===== config.mk =====
export PLATFORM = sky130hd
export DESIGN_NAME = battery_power_manager
export DESIGN_NICKNAME = d
export VERILOG_FILES = /design/src/rtl/core/bpm_pkg.sv /design/src/rtl/core/bpm_ctrl.sv /design/src/rtl/core/bpm_dp.sv /design/src/rtl/core/battery_power_manager.sv
export SDC_FILE = /design/constraint.sdc
export NUM_CORES = 2
export LEC_CHECK = 0
export ABC_AREA = 1
export BUFFER_PORTS_ARGS = -buffer_cell sky130_fd_sc_hd__buf_2
export CORE_MARGIN = 5
export CORE_UTILIZATION = 55
export CTS_CLUSTER_SIZE = 30
export DETAILED_ROUTE_END_ITERATION = 6
export PLACE_DENSITY_LB_ADDON = 0.12
export SETUP_SLACK_MARGIN = 0.15
export SYNTH_ARGS = -nofsm -noshare
export SYNTH_HDL_FRONTEND = slang
export SYNTH_SLANG_ARGS = --single-unit

===== constraint.sdc =====
create_clock -name clk -period 7.2 [get_ports clk]
set_clock_uncertainty 0.05 [all_clocks]
set_input_delay 0.72 -clock clk [delete_from_list [all_inputs] [get_ports clk]]
set_output_delay 0.72 -clock clk [all_outputs]
set_load 0.01 [all_outputs]

===== src/rtl/core/bpm_pkg.sv =====
// Shared types, codes and constants of the battery power manager.
package bpm_pkg;

	localparam int SMOOTH_DEPTH_DEF = 10;

	// item kinds
	localparam logic [1:0] MODE_SAMPLE  = 2'd0;
	localparam logic [1:0] MODE_CONTROL = 2'd1;
	localparam logic [1:0] MODE_SLOW    = 2'd2;

	// power states as seen on power_state
	localparam logic [1:0] PS_OFF  = 2'd0;
	localparam logic [1:0] PS_CHG  = 2'd1;
	localparam logic [1:0] PS_ON   = 2'd2;
	localparam logic [1:0] PS_SHUT = 2'd3;

	// display commands
	localparam logic [1:0] DC_NONE     = 2'd0;
	localparam logic [1:0] DC_SHUTDOWN = 2'd1;
	localparam logic [1:0] DC_CHARGING = 2'd2;
	localparam logic [1:0] DC_NORMAL   = 2'd3;

	// register indexes
	localparam logic CFG_INACTION_LIMIT = 1'b0;
	localparam logic CFG_CHARGE_MAX     = 1'b1;

	localparam logic [11:0] CHARGE_MAX_RST = 12'd1000;

	typedef struct packed {
		logic capture;
		logic conv1;
		logic conv2;
		logic ring_wr;
		logic sum_step;
		logic div1;
		logic div2;
		logic update;
		logic load_out;
	} bpm_cmd_t;

	typedef struct packed {
		logic is_sample;
		logic sum_last;
	} bpm_stat_t;

	// floor(x*100/22) for x = 0..22
	function automatic logic [6:0] level_pct(input logic [4:0] x);
		logic [6:0] r;
		case (x)
			5'd0:  r = 7'd0;
			5'd1:  r = 7'd4;
			5'd2:  r = 7'd9;
			5'd3:  r = 7'd13;
			5'd4:  r = 7'd18;
			5'd5:  r = 7'd22;
			5'd6:  r = 7'd27;
			5'd7:  r = 7'd31;
			5'd8:  r = 7'd36;
			5'd9:  r = 7'd40;
			5'd10: r = 7'd45;
			5'd11: r = 7'd50;
			5'd12: r = 7'd54;
			5'd13: r = 7'd59;
			5'd14: r = 7'd63;
			5'd15: r = 7'd68;
			5'd16: r = 7'd72;
			5'd17: r = 7'd77;
			5'd18: r = 7'd81;
			5'd19: r = 7'd86;
			5'd20: r = 7'd90;
			5'd21: r = 7'd95;
			default: r = 7'd100;
		endcase
		return r;
	endfunction

endpackage


===== src/rtl/core/bpm_ctrl.sv =====
// Sequencer of the battery power manager: walks one item through the datapath.
module bpm_ctrl (
	input  logic               clk,
	input  logic               arst_n,
	input  logic               in_valid,
	output logic               in_stall,
	output logic               out_valid,
	input  logic               out_stall,
	input  bpm_pkg::bpm_stat_t stat,
	output bpm_pkg::bpm_cmd_t  cmd
);
	import bpm_pkg::*;

	typedef enum logic [8:0] {
		S_IDLE  = 9'b000000001,
		S_CONV1 = 9'b000000010,
		S_CONV2 = 9'b000000100,
		S_WRITE = 9'b000001000,
		S_SUM   = 9'b000010000,
		S_DIV1  = 9'b000100000,
		S_DIV2  = 9'b001000000,
		S_UPD   = 9'b010000000,
		S_OUT   = 9'b100000000
	} state_t;

	state_t state_q, state_d;
	logic   out_valid_q;
	logic   out_free;

	assign out_free  = !out_valid_q || !out_stall;
	assign in_stall  = (state_q != S_IDLE);
	assign out_valid = out_valid_q;

	always_comb begin
		state_d = state_q;
		cmd     = '0;
		case (state_q)
			S_IDLE: begin
				if (in_valid) begin
					cmd.capture = 1'b1;
					state_d = stat.is_sample ? S_CONV1 : S_UPD;
				end
			end
			S_CONV1: begin
				cmd.conv1 = 1'b1;
				state_d = S_CONV2;
			end
			S_CONV2: begin
				cmd.conv2 = 1'b1;
				state_d = S_WRITE;
			end
			S_WRITE: begin
				cmd.ring_wr = 1'b1;
				state_d = S_SUM;
			end
			S_SUM: begin
				cmd.sum_step = 1'b1;
				if (stat.sum_last)
					state_d = S_DIV1;
			end
			S_DIV1: begin
				cmd.div1 = 1'b1;
				state_d = S_DIV2;
			end
			S_DIV2: begin
				cmd.div2 = 1'b1;
				state_d = S_UPD;
			end
			S_UPD: begin
				cmd.update = 1'b1;
				state_d = S_OUT;
			end
			S_OUT: begin
				if (out_free) begin
					cmd.load_out = 1'b1;
					state_d = S_IDLE;
				end
			end
			default: state_d = S_IDLE;
		endcase
	end

	always_ff @(posedge clk or negedge arst_n) begin
		if (!arst_n) begin
			state_q     <= S_IDLE;
			out_valid_q <= 1'b0;
		end else begin
			state_q <= state_d;
			if (cmd.load_out)
				out_valid_q <= 1'b1;
			else if (!out_stall)
				out_valid_q <= 1'b0;
		end
	end

endmodule


===== src/rtl/core/bpm_dp.sv =====
// Datapath of the battery power manager: conversions, rings, averages, state updates.
module bpm_dp #(
	parameter int SMOOTH_DEPTH = bpm_pkg::SMOOTH_DEPTH_DEF
) (
	input  logic               clk,
	input  logic               arst_n,
	input  bpm_pkg::bpm_cmd_t  cmd,
	output bpm_pkg::bpm_stat_t stat,
	input  logic               cfg_we,
	input  logic               cfg_index,
	input  logic [15:0]        cfg_data,
	input  logic [1:0]         mode,
	input  logic [9:0]         volt_adc,
	input  logic [9:0]         curr_adc,
	input  logic               motor_permit,
	input  logic               switch_level,
	input  logic signed [15:0] motor_speed,
	input  logic [15:0]        inaction_time,
	input  logic               display_done,
	output logic [1:0]         power_state,
	output logic               enable_out,
	output logic               led_on,
	output logic [1:0]         display_cmd,
	output logic               clear_inaction,
	output logic [7:0]         battery_volt,
	output logic signed [12:0] battery_ma,
	output logic signed [8:0]  calc_volt,
	output logic signed [7:0]  charge_level,
	output logic               charging,
	output logic               supply_ok,
	output logic [7:0]         charge_pwm
);
	import bpm_pkg::*;

	localparam int IW  = $clog2(SMOOTH_DEPTH);
	localparam int VSW = 8 + IW;
	localparam int CSW = 13 + IW;
	localparam int SH  = CSW;
	localparam logic [SH:0]    RECIP = (SH+1)'((1 << SH) / SMOOTH_DEPTH);
	localparam logic [CSW-1:0] NC    = CSW'(SMOOTH_DEPTH);
	localparam logic [IW-1:0]  LAST  = IW'(SMOOTH_DEPTH - 1);

	// captured item
	logic [1:0]         mode_q;
	logic [9:0]         vadc_q, cadc_q;
	logic               permit_q, sw_q, done_q;
	logic signed [15:0] speed_q;
	logic [15:0]        inact_q;

	// config
	logic [15:0] lim_q;
	logic [11:0] ccm_q;

	// architectural state
	logic [7:0]         volt_ring [SMOOTH_DEPTH];
	logic signed [12:0] curr_ring [SMOOTH_DEPTH];
	logic [IW-1:0]      slot_q, idx_q;
	logic signed [8:0]  rest_q;
	logic               sag_q, charge_q, supply_q, swp_q, led_q, en_q;
	logic signed [7:0]  level_q;
	logic [1:0]         ps_q;
	logic [7:0]         pwm_q;
	logic [1:0]         dcmd_q;
	logic               clr_q;
	logic [7:0]         vavg_q;
	logic signed [12:0] cavg_q;

	// conversion / averaging pipeline
	logic [10:0]        vp_s1;
	logic [20:0]        cp_s1;
	logic               cneg_s1;
	logic [7:0]         vent_s2;
	logic signed [12:0] cent_s2;
	logic [VSW-1:0]     vsum_q;
	logic signed [CSW-1:0] csum_q;
	logic [CSW-1:0]     vqe_q, cqe_q;

	assign stat.is_sample = (mode == MODE_SAMPLE);
	assign stat.sum_last  = (idx_q == LAST);

	// conversion stage 1
	logic [20:0]        vprod;
	logic signed [10:0] cdiff;
	logic [9:0]         cdmag;
	assign vprod = 21'(vadc_q) * 21'd1133;
	assign cdiff = $signed({1'b0, cadc_q}) - 11'sd510;
	assign cdmag = cdiff[10] ? 10'(-cdiff) : cdiff[9:0];

	// conversion stage 2: /5 and /625 by reciprocal
	logic [21:0] vq5;
	logic [41:0] cq625;
	logic [12:0] cmag13;
	assign vq5    = 22'(vp_s1) * 22'd3277;
	assign cq625  = 42'(cp_s1) * 42'd1717987;
	assign cmag13 = {1'b0, cq625[41:30]};

	// ring average divide
	logic [CSW-1:0]    vmag, cmag;
	logic [CSW+SH:0]   vprd, cprd;
	logic [CSW-1:0]    vrem, crem, vq, cq;
	assign vmag = CSW'(vsum_q);
	assign cmag = csum_q[CSW-1] ? CSW'(-csum_q) : CSW'(csum_q);
	assign vprd = (CSW+SH+1)'(vmag) * (CSW+SH+1)'(RECIP);
	assign cprd = (CSW+SH+1)'(cmag) * (CSW+SH+1)'(RECIP);
	assign vrem = vmag - vqe_q * NC;
	assign crem = cmag - cqe_q * NC;
	assign vq   = (vrem >= NC) ? vqe_q + CSW'(1) : vqe_q;
	assign cq   = (crem >= NC) ? cqe_q + CSW'(1) : cqe_q;

	// sample update
	logic signed [9:0] v10, rv_n, lim_v;
	logic              armed_n, charge_n;
	logic signed [7:0] level_n;
	logic [4:0]        lidx;
	always_comb begin
		v10     = $signed({2'b00, vavg_q});
		rv_n    = 10'(rest_q);
		armed_n = sag_q | permit_q;
		if (v10 - rv_n > 10'sd20) begin
			armed_n = 1'b0;
			rv_n    = v10 - 10'sd8;
		end
		if (charge_q) begin
			armed_n = 1'b0;
			rv_n    = v10 - 10'sd8;
		end else begin
			lim_v = armed_n ? v10 : v10 - 10'sd8;
			if (lim_v < rv_n)
				rv_n = lim_v;
		end
		lim_v = v10;
		charge_n = charge_q;
		if (supply_q && cavg_q > 13'sd200)
			charge_n = 1'b1;
		if (!supply_q || cavg_q < 13'sd100)
			charge_n = 1'b0;
		if (rv_n < 10'sd127)
			lidx = 5'd0;
		else if (rv_n > 10'sd149)
			lidx = 5'd22;
		else
			lidx = 5'(rv_n - 10'sd127);
		if (vavg_q < 8'd5)
			level_n = -8'sd1;
		else
			level_n = $signed({1'b0, level_pct(lidx)});
	end

	// control update: power-switch machine
	logic       edge_c, fast;
	logic [15:0] inact_c;
	logic [1:0] ps_n, dcmd_n;
	logic       clr_n, en_n, led_c;
	always_comb begin
		edge_c  = sw_q & ~swp_q;
		fast    = (speed_q > 16'sd30) || (speed_q < -16'sd30);
		inact_c = inact_q;
		ps_n    = ps_q;
		dcmd_n  = DC_NONE;
		clr_n   = 1'b0;
		en_n    = en_q;
		led_c   = led_q;
		if (ps_n == PS_ON && edge_c) begin
			ps_n = PS_SHUT; dcmd_n = DC_SHUTDOWN;
		end
		if (ps_n == PS_OFF && charge_q) begin
			ps_n = PS_CHG; dcmd_n = DC_CHARGING;
		end
		if (ps_n == PS_CHG && !charge_q) begin
			ps_n = PS_SHUT; dcmd_n = DC_SHUTDOWN;
		end
		if ((ps_n == PS_OFF || ps_n == PS_CHG) && (edge_c || fast)) begin
			ps_n = PS_ON; en_n = 1'b1; led_c = 1'b1;
			dcmd_n = DC_NORMAL; clr_n = 1'b1; inact_c = '0;
		end
		if (ps_n == PS_ON && lim_q != 16'd0 && inact_c > lim_q) begin
			ps_n = PS_SHUT; dcmd_n = DC_SHUTDOWN;
		end
		// completion only from a step that began in shutting-down
		if (ps_q == PS_SHUT && ps_n == PS_SHUT && done_q) begin
			ps_n = PS_OFF; led_c = 1'b0; en_n = 1'b0;
		end
	end

	// slow update
	logic              led_s, supply_n;
	logic [7:0]        pwm_n;
	logic signed [13:0] ma14, ccm14;
	always_comb begin
		ma14  = {cavg_q[12], cavg_q};
		ccm14 = $signed({2'b00, ccm_q});
		led_s = led_q;
		if (ps_q == PS_ON)
			led_s = 1'b1;
		else if (ps_q == PS_OFF)
			led_s = 1'b0;
		else if (ps_q == PS_CHG)
			led_s = ~led_q;
		supply_n = (cavg_q > -13'sd40);
		pwm_n = pwm_q;
		if (level_q < 8'sd0 || !supply_n)
			pwm_n = 8'd64;
		if (ma14 < ccm14 && pwm_n != 8'd255 && supply_n)
			pwm_n = pwm_n + 8'd1;
		if (ma14 > ccm14 + 14'sd300 && pwm_n != 8'd0 && supply_n)
			pwm_n = pwm_n - 8'd1;
	end

	// payload pipeline, no reset
	always_ff @(posedge clk) begin
		if (cmd.capture) begin
			mode_q   <= mode;
			vadc_q   <= volt_adc;
			cadc_q   <= curr_adc;
			permit_q <= motor_permit;
			sw_q     <= switch_level;
			speed_q  <= motor_speed;
			inact_q  <= inaction_time;
			done_q   <= display_done;
		end
		if (cmd.conv1) begin
			vp_s1   <= vprod[20:10];
			cp_s1   <= 21'(cdmag) * 21'd4069;
			cneg_s1 <= cdiff[10];
		end
		if (cmd.conv2) begin
			vent_s2 <= vq5[21:14];
			cent_s2 <= cneg_s1 ? -$signed(cmag13) : $signed(cmag13);
		end
		if (cmd.ring_wr) begin
			idx_q  <= '0;
			vsum_q <= '0;
			csum_q <= '0;
		end else if (cmd.sum_step) begin
			idx_q  <= idx_q + IW'(1);
			vsum_q <= vsum_q + VSW'(volt_ring[idx_q]);
			csum_q <= csum_q + CSW'(curr_ring[idx_q]);
		end
		if (cmd.div1) begin
			vqe_q <= vprd[CSW+SH-1:SH];
			cqe_q <= cprd[CSW+SH-1:SH];
		end
		if (cmd.load_out) begin
			power_state    <= ps_q;
			enable_out     <= en_q;
			led_on         <= led_q;
			display_cmd    <= dcmd_q;
			clear_inaction <= clr_q;
			battery_volt   <= vavg_q;
			battery_ma     <= cavg_q;
			calc_volt      <= rest_q;
			charge_level   <= level_q;
			charging       <= charge_q;
			supply_ok      <= supply_q;
			charge_pwm     <= pwm_q;
		end
	end

	// architectural state
	always_ff @(posedge clk or negedge arst_n) begin
		if (!arst_n) begin
			for (int i = 0; i < SMOOTH_DEPTH; i++) begin
				volt_ring[i] <= '0;
				curr_ring[i] <= '0;
			end
			slot_q   <= '0;
			rest_q   <= '0;
			sag_q    <= 1'b0;
			charge_q <= 1'b0;
			supply_q <= 1'b0;
			level_q  <= '0;
			ps_q     <= PS_ON;
			swp_q    <= 1'b0;
			led_q    <= 1'b0;
			pwm_q    <= '0;
			en_q     <= 1'b1;
			dcmd_q   <= DC_NONE;
			clr_q    <= 1'b0;
			vavg_q   <= '0;
			cavg_q   <= '0;
			lim_q    <= '0;
			ccm_q    <= CHARGE_MAX_RST;
		end else begin
			if (cfg_we) begin
				if (cfg_index == CFG_INACTION_LIMIT)
					lim_q <= cfg_data;
				else
					ccm_q <= cfg_data[11:0];
			end
			if (cmd.ring_wr) begin
				volt_ring[slot_q] <= vent_s2;
				curr_ring[slot_q] <= cent_s2;
				slot_q <= (slot_q == LAST) ? '0 : slot_q + IW'(1);
			end
			if (cmd.div2) begin
				vavg_q <= vq[7:0];
				cavg_q <= csum_q[CSW-1] ? -$signed(cq[12:0]) : $signed(cq[12:0]);
			end
			if (cmd.update) begin
				dcmd_q <= DC_NONE;
				clr_q  <= 1'b0;
				case (mode_q)
					MODE_SAMPLE: begin
						rest_q   <= rv_n[8:0];
						sag_q    <= armed_n;
						charge_q <= charge_n;
						level_q  <= level_n;
					end
					MODE_CONTROL: begin
						ps_q   <= ps_n;
						swp_q  <= sw_q;
						en_q   <= en_n;
						led_q  <= led_c;
						dcmd_q <= dcmd_n;
						clr_q  <= clr_n;
					end
					MODE_SLOW: begin
						led_q    <= led_s;
						supply_q <= supply_n;
						pwm_q    <= pwm_n;
					end
					default: ;
				endcase
			end
		end
	end

endmodule


===== src/rtl/core/battery_power_manager.sv =====
// Top level of the battery power manager: sequencer plus datapath.
// One item is taken at a time and gives exactly one result. A sample item
// (mode 0) converts both readings, writes them into SMOOTH_DEPTH-entry rings,
// re-sums the rings one entry per cycle and divides by reciprocal with one
// correction step, then updates the state and loads the result. Control
// (mode 1), slow (mode 2) and mode 3 items skip the conversion, ring and
// divide steps and go straight to the update and output steps. A new item
// is taken only once the previous result has been loaded. A stalled result
// holds back the loading of the following one, and so the intake, until the
// stall is released. The output register holds a finished result while the
// next item is taken in.
// Configuration writes are always ready; write only while the block is idle.
module battery_power_manager #(
	parameter int SMOOTH_DEPTH = bpm_pkg::SMOOTH_DEPTH_DEF
) (
	input  logic               clk,
	input  logic               arst_n,
	// item input channel
	input  logic               in_valid,
	output logic               in_stall,
	input  logic [1:0]         mode,
	input  logic [9:0]         volt_adc,
	input  logic [9:0]         curr_adc,
	input  logic               motor_permit,
	input  logic               switch_level,
	input  logic signed [15:0] motor_speed,
	input  logic [15:0]        inaction_time,
	input  logic               display_done,
	// result channel
	output logic               out_valid,
	input  logic               out_stall,
	output logic [1:0]         power_state,
	output logic               enable_out,
	output logic               led_on,
	output logic [1:0]         display_cmd,
	output logic               clear_inaction,
	output logic [7:0]         battery_volt,
	output logic signed [12:0] battery_ma,
	output logic signed [8:0]  calc_volt,
	output logic signed [7:0]  charge_level,
	output logic               charging,
	output logic               supply_ok,
	output logic [7:0]         charge_pwm,
	// configuration write channel: 0 inaction_limit, 1 charge_current_max
	input  logic               cfg_valid,
	output logic               cfg_ready,
	input  logic               cfg_index,
	input  logic [15:0]        cfg_data
);
	import bpm_pkg::*;

	bpm_cmd_t  cmd;
	bpm_stat_t stat;

	// registers take a transfer in any cycle
	assign cfg_ready = 1'b1;

	bpm_ctrl u_ctrl (
		.clk       (clk),
		.arst_n    (arst_n),
		.in_valid  (in_valid),
		.in_stall  (in_stall),
		.out_valid (out_valid),
		.out_stall (out_stall),
		.stat      (stat),
		.cmd       (cmd)
	);

	bpm_dp #(
		.SMOOTH_DEPTH (SMOOTH_DEPTH)
	) u_dp (
		.clk            (clk),
		.arst_n         (arst_n),
		.cmd            (cmd),
		.stat           (stat),
		.cfg_we         (cfg_valid & cfg_ready),
		.cfg_index      (cfg_index),
		.cfg_data       (cfg_data),
		.mode           (mode),
		.volt_adc       (volt_adc),
		.curr_adc       (curr_adc),
		.motor_permit   (motor_permit),
		.switch_level   (switch_level),
		.motor_speed    (motor_speed),
		.inaction_time  (inaction_time),
		.display_done   (display_done),
		.power_state    (power_state),
		.enable_out     (enable_out),
		.led_on         (led_on),
		.display_cmd    (display_cmd),
		.clear_inaction (clear_inaction),
		.battery_volt   (battery_volt),
		.battery_ma     (battery_ma),
		.calc_volt      (calc_volt),
		.charge_level   (charge_level),
		.charging       (charging),
		.supply_ok      (supply_ok),
		.charge_pwm     (charge_pwm)
	);

endmodule

After elaboration in Yosys (flattened, before gate mapping)
Memory sizes are Yosys's and may differ from the RTL's.
Index checks and enable logic that the tools add are counted.

word-level totals
  bits in registers = 531
  latch bits = 0
  RAM bits = 0
  bits in read-only memories = 224
  bits of input ports = 79
  output and inout port bits = 58
  word-level logic and storage cells = 268
  memories kept = 1

cells by class
  add/subtract/negate cells = 19
  $mul = 8
  divide/modulo/power cells = 0
  $lt $le $gt $ge = 19
  equal/unequal tests = 28
  shift operators = 0
  muxes and demuxes = 72
  bitwise gates (word level) = 7
  reduce and logical (&&, ||, !) cells = 44

memories
  name              words  width  rd ports  clocked after Yosys merged registers in  write ports  RTL line       text
  (name not given)  32     7      1         0                                        0            bpm_pkg.sv:49  case (x)

operators by type and width
  operator                count
  $bwmux 130              1
  $pmux 9 s9              1
  $bwmux 80               1
  $mux 8                  9
  $mux 13                 5
  $bmux 13 s4             1
  $demux 13 s4            1
  $mux 10                 5
  $mul 21x21->42 const B  1
  $ge 17x4->1 const B     2
  $bmux 8 s4              1
  $demux 8 s4             1
  $mul 17x14->31 const B  1
  $mux 9                  3
  $mul 12x14->26 const B  1
  $mux 1                  25
  $mul 11x12->22 const B  1
  $mux 2                  11
  $mul 10x11->21 const B  1
  $mul 10x12->21 const B  1
  $add 17x13->17          1
  $mux 17                 1
  $neg 17->17             1
  $sub 12x17->17          1
  69 further kinds        120

Longest topological paths before layout
  word-level depth = 23
  gate-level depth with buffers = 50
  depth with buffers taken out = 48

Hierarchy
From an unflattened synthesis, not the netlist that was laid out.

second synthesis, totals
  cell total of the unflattened synthesis = 5324
  area, all modules = 48166.2 um^2

by module, submodules not included
  module                 times used  cells each  area an instance (um^2)  sequential area each (um^2)
  bpm_dp                 1           5218        47468.0                  13828.3
  bpm_ctrl               1           104         686.9                    251.5
  battery_power_manager  1           2           11.3                     0.0

Worst setup path after synthesis
No wires, ideal clock.

  path kind = register -> register
  start = register u_dp.cp_s1[13]
  end = register u_dp.cent_s2[10], data pin
  library setup time = 0.265 ns
  data arrival time = 6.069 ns
  data required time = 6.885 ns
  slack = 0.816 ns
  stages on the path, launching flop included = 29
  period minus slack after synthesis = 6.384 ns
  cell sequence = edfxtp_1 ha_1 fa_1 inv_1 fa_1 inv_1 fa_1 inv_1 fa_1 inv_1 fa_1 fa_1 ha_1 a21oi_1 nor2_1 nor2_1 o21ai_0 a221oi_1 nand2_1 a21oi_1 o21ai_0 inv_1 o21ai_0 inv_1 xor2_1 nor2_1 nand2_1 nand2_1 xor2_1

between the ends
  word-level cells in the longest chain between the ends = 3

ends and longest elaborated chain
  what                    RTL line       text
  from (decl)             bpm_dp.sv:70   logic [20:0] cp_s1;
  from (signal assigned)  bpm_dp.sv:223  cp_s1 <= 21'(cdmag) * 21'd4069;
  $mul 21x21->42 (*)      bpm_dp.sv:94   assign cq625 = 42'(cp_s1) * 42'd1717987;
  $neg 12->13             bpm_dp.sv:228  cent_s2 <= cneg_s1 ? -$signed(cmag13) : $signed(cmag13);
  $mux 12 (*)             bpm_dp.sv:228
  to (signal assigned)    bpm_dp.sv:228
  to (decl)               bpm_dp.sv:73   logic signed [12:0] cent_s2;

Mark *: on every way between the ends. The rest lies on a longest branch, timed or not.
A chain may end at the register's enable or synchronous reset.

Worst setup path in the final report
  start = register u_dp.cp_s1[4]
  end = register u_dp.cent_s2[11], data pin

Same word-level chain as after synthesis.

==> impl_summary.txt <==
----------------------------------------------------
[Status]
  Result of the run ... complete, no violations

[Drt]
  Total via count in the routed design ... 35,030
  Detailed router's first-iteration violation count ... 2,425
  Number of nets still failing antenna checks after routing ... 0
  Final wirelength ... 112,100 um
  Average via count per standard cell ... 5.376
  Detailed Routing Iterations Pass 1 ... 6
  Routed length per placed instance ... 17.20 um
  DRC violation count after routing ... 0

[Floorplan]
  FP Rows ... 107
  Number of top-level pins ... 137
  Initial core utilization ... 55.56%
  Placeable core region ... 85,410 um^2
  Die outline area ... 92,260 um^2
  Die W ... 303.7 um
  Vert. Die Dim ... 303.7 um

[Worst setup path]
  Classification of the worst setup path ... flop to flop
  Data required time of the critical path ... 7550 ps
  Endpoint arrival time on the critical path ... 7090 ps
  Worst reg-to-reg path cell count ... 25
  Worst setup SP type ... flop
  Critical path fanouts, max ... 5
  Category of the worst setup path capture point ... flop

[Timing]
  Crit path time final ... 6732 ps
  Final-report hold violation count ... 0
  Worst slew margin ... 28.29%
  Slew of the pin with the lowest slew margin ... 1072 ps
  # setup viols final ... 0
  Worst setup slack after layout ... 467.5 ps
  Final slew viol count ... 0
  Maximum frequency from static timing analysis ... 148.5 MHz
  Tcrit/Tclk final ... 93.51%
  Unrepaired setup endpoints after global routing ... yes
  Setup TNS ... 0 ps

[Final layout]
  Combined flip-flop and latch cell area ... 14,080 um^2
  Fraction of final layout cells with drive strength greater than 1 ... 8.042%
  Multi-input logic area ... 29,590 um^2
  Count of fill cells added during filler insertion ... 7,551
  Area added between synthesis and finish ... 9.331%
  # nets final ... 6,502
  Number of diodes added for antenna fixing ... 0

[Synth]
  Cell variety after synth ... 73
  Synthesized area divided by synthesized cell count ... 9.186 um^2
  Area share of the leading cell type in the synthesized netlist ... 19.33%
  Top-count cell post-synth ... sky130_fd_sc_hd__inv_1
  Number of warnings printed during yosys synthesis ... 0
  Dominant register cell in the synthesized netlist ... sky130_fd_sc_hd__dfrtp_1
  Most area-consuming cells after synthesis ... sky130_fd_sc_hd__ha_1, sky130_fd_sc_hd__dfrtp_1, sky130_fd_sc_hd__fa_1
  Post-synth net total ... 6,348
  Part of the Yosys area used for sequential elements ... 29.67%
  Seq cells post-synth ... 531
  Post-Synthesis Cells ... 5,166
  Post-synth top area cell ... sky130_fd_sc_hd__ha_1
  Most instantiated cells after synthesis ... sky130_fd_sc_hd__inv_1, sky130_fd_sc_hd__nand2_1, sky130_fd_sc_hd__ha_1
  Post-synth EDFFs ... 189
  Share of flip-flops with an asynchronous set or reset after synthesis ... 58.19%
  Synthesized cell area ... 47,450 um^2

[GRT]
  Global Route Usage Sum ... 24.26%
  Initial antenna violation count ... 0
  Global-route wire length before repair ... 184,900 um
  Pin count of the biggest net entering global routing ... 140
  Vias in the first global route ... 35,230
  Remaining Overflow, GRT ... 0

[CTS]
  TritonCTS buffer count ... 60
  H-tree depth reported by CTS ... 2
  Sink count of the clock tree ... 531
  Maximum buffer depth of the clock tree ... 3
  Clock latency on the worst-skew pair ... 650 ps
  Clk pin slew, worst setup/hold paths ... 60 ps
  Buffer cell driving the clock tree root ... sky130_fd_sc_hd__clkbuf_16
  TritonCTS clock tree ... yes

[Place]
  Worst-case setup slack after placement ... 324.9 ps
  Final GP Congestion ... 0.9748
  # port buffers ... 135
  Detailed placer's ending HPWL ... 86,660 um

[Hold path]
  Type of the worst min-delay path ... input port to asynchronous set/reset pin

[Job]
  Number of violations of the max-capacitance limit ... 0

----------------------------------------------------
-- path summary, 6_finish.rpt --
path,end,slack (ps),start
max in group asynchronous,u_dp.volt_ring[6]$_DFFE_PN0P_,5590,arst_n
hold / removal,u_dp.volt_ring[41]$_DFFE_PN0P_,40,arst_n
setup / recovery,u_dp.cent_s2[11]$_DFFE_PP_,470,u_dp.cp_s1[4]$_DFFE_PP_
hold reg to reg,u_dp.charge_level[1]$_DFFE_PP_,390,u_dp.level_q[1]$_DFFE_PN0P_
min in group clk,u_dp.speed_q[10]$_DFFE_PP_,190,motor_speed[10]
setup reg to reg,u_dp.cent_s2[11]$_DFFE_PP_,470,u_dp.cp_s1[4]$_DFFE_PP_
-- flip-flops by register name, summed over array words and instances, names as in the netlist, 10 cells and up --
signal,count
u_dp.curr_ring,130
u_dp.volt_ring,80
u_dp.cp_s1,21
u_dp.csum_q,17
u_dp.inact_q,16
u_dp.lim_q,16
u_dp.speed_q,16
u_dp.cqe_q,14
u_dp.battery_ma,13
u_dp.cavg_q,13
u_dp.cent_s2,13
u_dp.ccm_q,12
u_dp.vsum_q,12
u_dp.vp_s1,11
u_dp.cadc_q,10
u_dp.vadc_q,10
-- cell usage in the layout, fill, tap and decap left out, types with 21 or more instances in the layout --
cell type / n
sky130_fd_sc_hd__a21oi_1: 208
sky130_fd_sc_hd__buf_2: 134
sky130_fd_sc_hd__buf_4: 68
sky130_fd_sc_hd__clkbuf_16: 62
sky130_fd_sc_hd__dfrtp_1: 300
sky130_fd_sc_hd__dfxtp_1: 32
sky130_fd_sc_hd__edfxtp_1: 189
sky130_fd_sc_hd__fa_1: 370
sky130_fd_sc_hd__ha_1: 715
sky130_fd_sc_hd__inv_1: 924
sky130_fd_sc_hd__nand2_1: 772
sky130_fd_sc_hd__nand3_1: 136
sky130_fd_sc_hd__nand4_1: 56
sky130_fd_sc_hd__nor2_1: 284
sky130_fd_sc_hd__nor3_1: 34
sky130_fd_sc_hd__o21ai_0: 443
sky130_fd_sc_hd__o21bai_1: 21
sky130_fd_sc_hd__o221ai_1: 40
sky130_fd_sc_hd__o22ai_1: 22
sky130_fd_sc_hd__xnor2_1: 45
sky130_fd_sc_hd__xor2_1: 157
-- cell type report --
| cell class | count | area share, % |
|---|---|---|
| multi-input combinational | 3580 | 57.03 |
| tap | 1144 | 2.759 |
| inverter | 943 | 6.835 |
| clock inverter | 26 | 0.5378 |
| timing repair buffer | 204 | 2.344 |
| clock buffer | 88 | 3.352 |
| sequential | 531 | 27.15 |
-- timing repair --
action	4_1_cts	5_1_grt
setup buffers	0	21
resized for setup	0	38
setup endpoints to repair	0	17
hold buffers	0	0
hold endpoints to repair	0	0
-- worst max-delay path: stages (launching register included) --
cell                       delay [ps]
sky130_fd_sc_hd__edfxtp_1         490
sky130_fd_sc_hd__ha_2             480
sky130_fd_sc_hd__inv_1             70
sky130_fd_sc_hd__fa_1             520
sky130_fd_sc_hd__inv_1             70
sky130_fd_sc_hd__fa_1             510
sky130_fd_sc_hd__fa_1             520
sky130_fd_sc_hd__fa_1             520
sky130_fd_sc_hd__fa_1             490
sky130_fd_sc_hd__ha_1             310
sky130_fd_sc_hd__ha_1             340
sky130_fd_sc_hd__nand2_1          100
sky130_fd_sc_hd__nor2_1            50
sky130_fd_sc_hd__a211oi_1         170
sky130_fd_sc_hd__o221ai_1         140
sky130_fd_sc_hd__a21oi_1          140
sky130_fd_sc_hd__nand2_1          120
sky130_fd_sc_hd__a21boi_2         220
sky130_fd_sc_hd__o21ai_0          130
sky130_fd_sc_hd__xnor2_1          310
sky130_fd_sc_hd__and2_4           220
sky130_fd_sc_hd__nand4_1          120
sky130_fd_sc_hd__nor2_2           140
sky130_fd_sc_hd__nand3_1          100
sky130_fd_sc_hd__nand3_1           80
sky130_fd_sc_hd__nand2_1           60
-- cells by family after synthesis --
kind of cell | after synthesis | synth area share (%)
buffers and inverters | 1055 | 8.421
flip-flops | 531 | 29.67
AND/OR/NAND/NOR | 1374 | 12.29
XOR/XNOR | 205 | 3.799
AO/OA/AOI/OAI | 889 | 10.70
multiplexers | 8 | 0.1688
adder cells (fa/ha/maj) | 1103 | 34.94
other | 1 | 0.007902
-- per-stage QoR --
stage | cell area (um^2) | hold WS (ps) | std cells | util [%]
2_1_floorplan | 47450 | 367.4 | 5166 | -
3_3_place_gp | 49530 | 378.9 | 6381 | 57.98
3_5_place_dp | 49530 | 382.7 | 6381 | 57.98
4_1_cts | 51540 | 42.49 | 6495 | 60.34
5_1_grt | 51880 | 81.71 | 6516 | 60.74
6_report | 51880 | 38.89 | 6516 | 60.74
-- layer usage --
| metal | GRT usage (%) | part of all wire, % | vias to the layer above |
|---|---|---|---|
| met4 | 4.955 | 1.8 | 0 |
| met5 | 0 | 0 | - |
| met2 | 40.59 | 47 | 679 |
| met1 | 34.64 | 47 | 16940 |
| met3 | 2.686 | 4.2 | 118 |
| li1 | - | - | 17290 |
Power is left out: the tool's default activity adds up to more than one toggle a clock period on the data nets, which glitch-free logic cannot reach.
